[src/hdl/gbe_pkg.sv]
// gbe_pkg: shared constants for the gap buffer line editor
// command codes, status codes and field widths; no dependencies
package gbe_pkg;

  // default store size in bytes
  localparam int CAPACITY_DEF = 256;

  // field widths
  localparam int FUNC_W = 4;
  localparam int CH_W   = 8;
  localparam int POS_W  = 9;
  localparam int STAT_W = 2;

  // command codes
  localparam logic [FUNC_W-1:0] FN_INSERT    = 4'd0;
  localparam logic [FUNC_W-1:0] FN_BACKSPACE = 4'd1;
  localparam logic [FUNC_W-1:0] FN_DELETE    = 4'd2;
  localparam logic [FUNC_W-1:0] FN_LEFT      = 4'd3;
  localparam logic [FUNC_W-1:0] FN_RIGHT     = 4'd4;
  localparam logic [FUNC_W-1:0] FN_HOME      = 4'd5;
  localparam logic [FUNC_W-1:0] FN_END       = 4'd6;
  localparam logic [FUNC_W-1:0] FN_SETCUR    = 4'd7;
  localparam logic [FUNC_W-1:0] FN_CLEAR     = 4'd8;
  localparam logic [FUNC_W-1:0] FN_READ      = 4'd9;

  // first and last of the spare command codes, answered with no change
  localparam logic [FUNC_W-1:0] FN_SPARE_LO  = 4'd10;
  localparam logic [FUNC_W-1:0] FN_SPARE_HI  = 4'd15;

  // status codes
  localparam logic [STAT_W-1:0] ST_OK     = 2'd0;
  localparam logic [STAT_W-1:0] ST_FULL   = 2'd1;
  localparam logic [STAT_W-1:0] ST_BADPOS = 2'd2;

endpackage

[src/hdl/gbe_store.sv]
// gbe_store: byte store of the gap buffer, one write and one read port
// read data registered; depends on gbe_pkg for the byte width
module gbe_store #(
  parameter int DEPTH = gbe_pkg::CAPACITY_DEF,
  parameter int AW    = $clog2(DEPTH)
) (
  input  logic                    clk,
  input  logic                    we,
  input  logic [AW-1:0]           waddr,
  input  logic [gbe_pkg::CH_W-1:0] wdata,
  input  logic [AW-1:0]           raddr,
  output logic [gbe_pkg::CH_W-1:0] rdata
);

  logic [gbe_pkg::CH_W-1:0] mem [DEPTH];

  // write port
  always_ff @(posedge clk) begin
    if (we) begin
      mem[waddr] <= wdata;
    end
  end

  // registered read port
  always_ff @(posedge clk) begin
    rdata <= mem[raddr];
  end

endmodule

[src/hdl/gap_buffer_line_editor_core.sv]
// gap_buffer_line_editor_core: top level of the gap buffer line editor
// sequencer and gap pointers; depends on gbe_pkg and gbe_store
//
//   channel  direction  handshake            payload
//   in_      input      in_valid / in_ready  in_func, in_ch, in_position
//   out_     output     out_valid/out_ready  out_status, out_cursor,
//                                            out_text_length, out_ch_out
//
// a request passes from acceptance through S_EXEC and S_FIN to the result register
// for insert, backspace, delete, clear, no-op codes, a refused read or set cursor,
// and left or right at the end of the line; a read in range adds S_RDATA, and cursor
// moves add an S_MOVE and S_SHIFT pass for each byte carried across the gap (one store read
// and one store write per byte through the single store port pair); home, end
// and set cursor may carry up to CAPACITY bytes.
// reset clears the pointers and control; the store holds no reset.
// in_ready is high only while no request is in work; a result waiting on
// out_ready holds the next request at its final step.
module gap_buffer_line_editor_core #(
  parameter int CAPACITY = gbe_pkg::CAPACITY_DEF
) (
  input  logic                        clk,
  input  logic                        rst_n,
  input  logic                        in_valid,
  output logic                        in_ready,
  input  logic [gbe_pkg::FUNC_W-1:0]  in_func,
  input  logic [gbe_pkg::CH_W-1:0]    in_ch,
  input  logic [gbe_pkg::POS_W-1:0]   in_position,
  output logic                        out_valid,
  input  logic                        out_ready,
  output logic [gbe_pkg::STAT_W-1:0]  out_status,
  output logic [gbe_pkg::POS_W-1:0]   out_cursor,
  output logic [gbe_pkg::POS_W-1:0]   out_text_length,
  output logic [gbe_pkg::CH_W-1:0]    out_ch_out
);

  localparam int AW = $clog2(CAPACITY);
  localparam int PW = $clog2(CAPACITY + 1);
  localparam int CW = (PW > gbe_pkg::POS_W) ? PW : gbe_pkg::POS_W;
  localparam logic [PW-1:0] CAP_P = PW'(CAPACITY);
  localparam logic [PW-1:0] ONE_P = PW'(1);

  typedef enum logic [2:0] {
    S_IDLE,
    S_EXEC,
    S_MOVE,
    S_SHIFT,
    S_RDATA,
    S_FIN
  } state_t;

  state_t state_r, state_nxt;

  logic [gbe_pkg::FUNC_W-1:0] func_r, func_nxt;
  logic [gbe_pkg::CH_W-1:0]   ch_r, ch_nxt;
  logic [gbe_pkg::POS_W-1:0]  pos_r, pos_nxt;
  logic [PW-1:0]              gs_r, gs_nxt;
  logic [PW-1:0]              ge_r, ge_nxt;
  logic [PW-1:0]              target_r, target_nxt;
  logic                       left_r, left_nxt;
  logic [gbe_pkg::STAT_W-1:0] status_r, status_nxt;
  logic [gbe_pkg::CH_W-1:0]   rd_r, rd_nxt;

  logic                        out_valid_r, out_valid_nxt;
  logic [gbe_pkg::STAT_W-1:0]  out_status_r, out_status_nxt;
  logic [gbe_pkg::POS_W-1:0]   out_cursor_r, out_cursor_nxt;
  logic [gbe_pkg::POS_W-1:0]   out_len_r, out_len_nxt;
  logic [gbe_pkg::CH_W-1:0]    out_ch_r, out_ch_nxt;

  logic                        mem_we;
  logic [AW-1:0]               mem_waddr;
  logic [gbe_pkg::CH_W-1:0]    mem_wdata;
  logic [AW-1:0]               mem_raddr;
  logic [gbe_pkg::CH_W-1:0]    mem_rdata;

  logic [PW-1:0] cur_len;
  logic [CW-1:0] len_ext;
  logic [CW-1:0] pos_ext;
  logic [CW-1:0] gs_ext;
  logic [CW-1:0] read_idx;
  logic [PW-1:0] gs_dec;
  logic [PW-1:0] ge_dec;

  gbe_store #(
    .DEPTH (CAPACITY),
    .AW    (AW)
  ) u_store (
    .clk   (clk),
    .we    (mem_we),
    .waddr (mem_waddr),
    .wdata (mem_wdata),
    .raddr (mem_raddr),
    .rdata (mem_rdata)
  );

  // text length and widened operands for the position compares
  assign cur_len  = gs_r + (CAP_P - ge_r);
  assign len_ext  = CW'(cur_len);
  assign pos_ext  = CW'(pos_r);
  assign gs_ext   = CW'(gs_r);
  assign gs_dec   = gs_r - ONE_P;
  assign ge_dec   = ge_r - ONE_P;
  // logical position to store index: skip the gap when past the cursor
  assign read_idx = (pos_ext < gs_ext) ? pos_ext : (pos_ext + CW'(ge_r - gs_r));

  // sequencer
  always_comb begin
    state_nxt      = state_r;
    func_nxt       = func_r;
    ch_nxt         = ch_r;
    pos_nxt        = pos_r;
    gs_nxt         = gs_r;
    ge_nxt         = ge_r;
    target_nxt     = target_r;
    left_nxt       = left_r;
    status_nxt     = status_r;
    rd_nxt         = rd_r;
    out_valid_nxt  = out_valid_r;
    out_status_nxt = out_status_r;
    out_cursor_nxt = out_cursor_r;
    out_len_nxt    = out_len_r;
    out_ch_nxt     = out_ch_r;
    mem_we         = 1'b0;
    mem_waddr      = gs_r[AW-1:0];
    mem_wdata      = ch_r;
    mem_raddr      = gs_dec[AW-1:0];

    // result taken downstream
    if (out_valid_r && out_ready) begin
      out_valid_nxt = 1'b0;
    end

    case (state_r)
      S_IDLE: begin
        if (in_valid) begin
          func_nxt  = in_func;
          ch_nxt    = in_ch;
          pos_nxt   = in_position;
          state_nxt = S_EXEC;
        end
      end

      S_EXEC: begin
        status_nxt = gbe_pkg::ST_OK;
        rd_nxt     = '0;
        state_nxt  = S_FIN;
        mem_raddr  = read_idx[AW-1:0];
        case (func_r)
          gbe_pkg::FN_INSERT: begin
            if (gs_r < ge_r) begin
              mem_we    = 1'b1;
              mem_waddr = gs_r[AW-1:0];
              mem_wdata = ch_r;
              gs_nxt    = gs_r + ONE_P;
            end else begin
              status_nxt = gbe_pkg::ST_FULL;
            end
          end
          gbe_pkg::FN_BACKSPACE: begin
            if (gs_r != '0) gs_nxt = gs_dec;
          end
          gbe_pkg::FN_DELETE: begin
            if (ge_r != CAP_P) ge_nxt = ge_r + ONE_P;
          end
          gbe_pkg::FN_LEFT: begin
            if (gs_r != '0) begin
              target_nxt = gs_dec;
              state_nxt  = S_MOVE;
            end
          end
          gbe_pkg::FN_RIGHT: begin
            if (ge_r != CAP_P) begin
              target_nxt = gs_r + ONE_P;
              state_nxt  = S_MOVE;
            end
          end
          gbe_pkg::FN_HOME: begin
            target_nxt = '0;
            state_nxt  = S_MOVE;
          end
          gbe_pkg::FN_END: begin
            target_nxt = cur_len;
            state_nxt  = S_MOVE;
          end
          gbe_pkg::FN_SETCUR: begin
            if (pos_ext > len_ext) begin
              status_nxt = gbe_pkg::ST_BADPOS;
            end else begin
              target_nxt = PW'(pos_ext);
              state_nxt  = S_MOVE;
            end
          end
          gbe_pkg::FN_CLEAR: begin
            gs_nxt = '0;
            ge_nxt = CAP_P;
          end
          gbe_pkg::FN_READ: begin
            if (pos_ext >= len_ext) begin
              status_nxt = gbe_pkg::ST_BADPOS;
            end else begin
              state_nxt = S_RDATA;
            end
          end
          default: begin
          end
        endcase
      end

      // pick the direction of the next byte carried across the gap
      S_MOVE: begin
        if (gs_r > target_r) begin
          mem_raddr = gs_dec[AW-1:0];
          left_nxt  = 1'b1;
          state_nxt = S_SHIFT;
        end else if (gs_r < target_r && ge_r != CAP_P) begin
          mem_raddr = ge_r[AW-1:0];
          left_nxt  = 1'b0;
          state_nxt = S_SHIFT;
        end else begin
          state_nxt = S_FIN;
        end
      end

      // write the byte on the far side of the gap and slide the pointers
      S_SHIFT: begin
        mem_we    = 1'b1;
        mem_wdata = mem_rdata;
        if (left_r) begin
          mem_waddr = ge_dec[AW-1:0];
          gs_nxt    = gs_dec;
          ge_nxt    = ge_dec;
        end else begin
          mem_waddr = gs_r[AW-1:0];
          gs_nxt    = gs_r + ONE_P;
          ge_nxt    = ge_r + ONE_P;
        end
        state_nxt = S_MOVE;
      end

      S_RDATA: begin
        rd_nxt    = mem_rdata;
        state_nxt = S_FIN;
      end

      // load the result register once it is free
      S_FIN: begin
        if (!out_valid_r || out_ready) begin
          out_valid_nxt  = 1'b1;
          out_status_nxt = status_r;
          out_cursor_nxt = gs_ext[gbe_pkg::POS_W-1:0];
          out_len_nxt    = len_ext[gbe_pkg::POS_W-1:0];
          out_ch_nxt     = rd_r;
          state_nxt      = S_IDLE;
        end
      end

      default: begin
        state_nxt = S_IDLE;
      end
    endcase
  end

  // state and registered outputs
  always_ff @(posedge clk) begin
    if (!rst_n) begin
      state_r     <= S_IDLE;
      gs_r        <= '0;
      ge_r        <= CAP_P;
      out_valid_r <= 1'b0;
    end else begin
      state_r     <= state_nxt;
      gs_r        <= gs_nxt;
      ge_r        <= ge_nxt;
      out_valid_r <= out_valid_nxt;
    end
    func_r       <= func_nxt;
    ch_r         <= ch_nxt;
    pos_r        <= pos_nxt;
    target_r     <= target_nxt;
    left_r       <= left_nxt;
    status_r     <= status_nxt;
    rd_r         <= rd_nxt;
    out_status_r <= out_status_nxt;
    out_cursor_r <= out_cursor_nxt;
    out_len_r    <= out_len_nxt;
    out_ch_r     <= out_ch_nxt;
  end

  assign in_ready        = (state_r == S_IDLE);
  assign out_valid       = out_valid_r;
  assign out_status      = out_status_r;
  assign out_cursor      = out_cursor_r;
  assign out_text_length = out_len_r;
  assign out_ch_out      = out_ch_r;

endmodule

[config.mk]
export PLATFORM = sky130hd
export DESIGN_NAME = gap_buffer_line_editor_core
export DESIGN_NICKNAME = d
export VERILOG_FILES = /design/src/hdl/gbe_pkg.sv /design/src/hdl/gbe_store.sv /design/src/hdl/gap_buffer_line_editor_core.sv
export SDC_FILE = /design/constraint.sdc
export NUM_CORES = 2
export LEC_CHECK = 0
export BUFFER_PORTS_ARGS = -buffer_cell sky130_fd_sc_hd__buf_2
export CORE_MARGIN = 8
export CORE_UTILIZATION = 45
export DETAILED_ROUTE_END_ITERATION = 8
export PLACE_DENSITY = 0.64
export SYNTH_ARGS = -nofsm -noshare
export SYNTH_HDL_FRONTEND = slang
export SYNTH_SLANG_ARGS = --single-unit
[constraint.sdc]
create_clock -name clk -period 7.5 [get_ports clk]
set_input_delay 1.5 -clock clk [delete_from_list [all_inputs] [get_ports clk]]
set_output_delay 1.5 -clock clk [all_outputs]
set_load 0.03 [all_outputs]
==> impl_results.md <==
- Layout cell share with drive strength beyond 1: 0.08519
- Hold Crit Depth: 0
- Ys Warns: 0
- Final HPWL DP: 148700 um
- First-pass GRT wire length: 369500 um
- Max clock buf depth: 3
- Final setup viols: 0
- Initial antenna violation count: 9
- CP Buf/Inv Count: 1
- Avg Synthesized Cell Area: roughly 14 um^2
- R2R setup slack: 0.71 ns
- Fin Setup TNS: 0 ns
- GRT overflow: 0
- EDFF count, synth: 2117
- Worst Reg-to-Reg Cells: 12
- Unrepaired setup endpoints after global routing: false
- Vias per inst: roughly 6.2
- # clock sinks: 2147
- Num CTS Buffers: ~220
- # DRC: 0
- Family with the most delay on the worst path: simple AND/OR/NAND/NOR gates
- Final worst slack: 0.7114 ns
- Setup Crit Path Kind: reg2reg
- Htree depth: 4
- Largest net degree at the start of global routing: 205
- CP Depth: 12
- Slowest-stage cell, CP: nor4_4
- Boundary pin count: 55
- Startpoint Class: flop
- Top post-synthesis cells by count: 2117 x edfxtp_1, 775 x nand2_1, 644 x a21oi_1
- Port Buf Inserts: 54
- Max Fanout on Critical Path: 30
- Post-synthesis cell type with the largest combined area: edfxtp_1
- Row cnt: roughly 160
- CP max stage delay: 0.94 ns
- Initial Util: 0.4525
- Width of the chip: 461.3 um
- CP Capture Type: flop
- Core area: 197200 um^2
- Worst-Margin Slew: 1.475 ns
- Critical Path AT: 7.54 ns
- Area of the multi-input gates: ~23000 um^2
- WP data required: 8.25 ns
- Final ANT Viol Nets: 0
- Detailed Route WL: about 250000 um
- Final slew viol count: 0
- Worst IR Drop VDD: ~0.00037 V
- Yosys top cell area share: 0.7123
- Fmax: 0.1473 GHz
- Vias in the first global route: 53399
- Wire length per cell: 28.11 um
- TritonCTS clock tree: built
- Pre-CTS WS: 0.8671 ns
- Max cap viols: 0
- Total GRT Usage: 0.2309
- Worst-path clk slew: 0.06 ns
- Synth Flop Type: edfxtp_1
- Via count: 55853
- PnR Total Power: ~40 mW
- Top-count cell post-synth: edfxtp_1
- Cell Area, Synth: 89240 um^2
- # fillers: 16344
- Chip height: 461.3 um
- Nets: 6294
- Yosys cell types: 77
- Min Tclk post-route: between 6 and 7 ns
- Power per cell area: a little over 400 nW/um^2
- Root buf cell: clkbuf_16
- Syn Inst Count: 6252
- Outcome: finished, final reports clean
- Max transition margin: 0.01672
- Area grow syn2layout: 10.91%
- Post-CTS Resized: 0
- Final period util: 0.9052
- Post-CTS Setup Inserts: 0
- Sequential-to-total area share from yosys stat: 0.7191
- Final Hold Fails: 0
- Clk_skew: roughly 0.046 ns
- Hold Buf Count CTS: 0
- Synth Net Count: 6344
- #FFs+latches synth: 2147
- Critical path cell sequence: ha_1 > a21oi_1 > a211oi_1 > nor4_4 > o31ai_1 > or2_2 > nand3_4 > buf_4 > o22ai_1 > nor4_1 > a22oi_1 > a32oi_1
- Synth area leaders: edfxtp_1 71%, mux2i_1 4.4%, a21oi_1 3.6%
- Clk_lat worst skew: approximately 0.87 ns
- Drt first pass iters: 5
- RePlAce Congestion: slightly below 0.9
- Full die area: 212800 um^2
- Register area: 64170 um^2
- Leakage: 31.64 nW
- Hold Crit Class: reg2reg
- Ys async rst share: 0
- DRT iter0 DRCs: 6951
[placed cells by master, fill, tap and decap left out, types with 116 or more instances in the layout]
master / n
o22ai_1: 172
nand3_1: 116
a22oi_1: 293
nor2_1: 338
nand2_1: 775
buf_4: 120
a21oi_1: 644
a211oi_1: 123
edfxtp_1: 2117
clkbuf_16: 216
mux2i_1: 388
[power by group]
part           internal (mW)  switching [mW]
registers               14.0           0.215
clock network           6.10            4.56
logic                   4.69            11.3
[through the flow]
stage	cell area, um^2	std cells	util	hold slack, ns
floorplan	89240	6252	-	0.4003
global placement	91990	8625	0.4664	0.4022
detailed placement	92010	8625	0.4665	0.4072
CTS	98970	9026	0.5019	0.4174
global route	98970	9026	0.5019	0.4329
finish	98980	9027	0.5019	0.4150
[cells by family after synthesis]
family	Yosys count	synth area share
buf+inv	536	0.03119
mux	399	0.04510
flops	2147	0.7191
compound gates	1649	0.1238
simple gates	1422	0.06727
fa+ha+maj	67	0.01040
xor+xnor	32	0.003141
[cell type report]
| class | count | area share |
|---|---|---|
| flip-flops and latches | 2147 | 0.6483 |
| clock inverters | 122 | 0.01310 |
| clock buffers | 279 | 0.05730 |
| repair buffers | 198 | 0.01669 |
| multi-input cells | 3569 | 0.2285 |
| diodes | 1 | 0.00002528 |
| inverters | 71 | 0.002693 |
| well taps | 2640 | 0.03337 |
[sequential cells by signal (all words and copies together) (netlist names), 9 cells and up]
register         flops
u_store.mem       2048
ge_r                 9
gs_ext               9
out_cursor           9
out_text_length      9
pos_ext              9
target_r             9
[final timing paths]
path,start,end
max reg2reg,gs_ext[2],u_store.rdata[4]
max,gs_ext[2],u_store.rdata[4]
min reg2reg,rd_r[5],out_ch_out[5]
min,rd_r[5],out_ch_out[5]
[per-layer routing]
metal	routed length [um]	up-vias	global-route usage
met2	115600	2908	0.3556
met5	84	-	0
li1	-	24105	-
met4	11530	8	0.09496
met3	23890	547	0.04665
met1	102700	28285	0.3221
(Power assumes the default switching activity.)
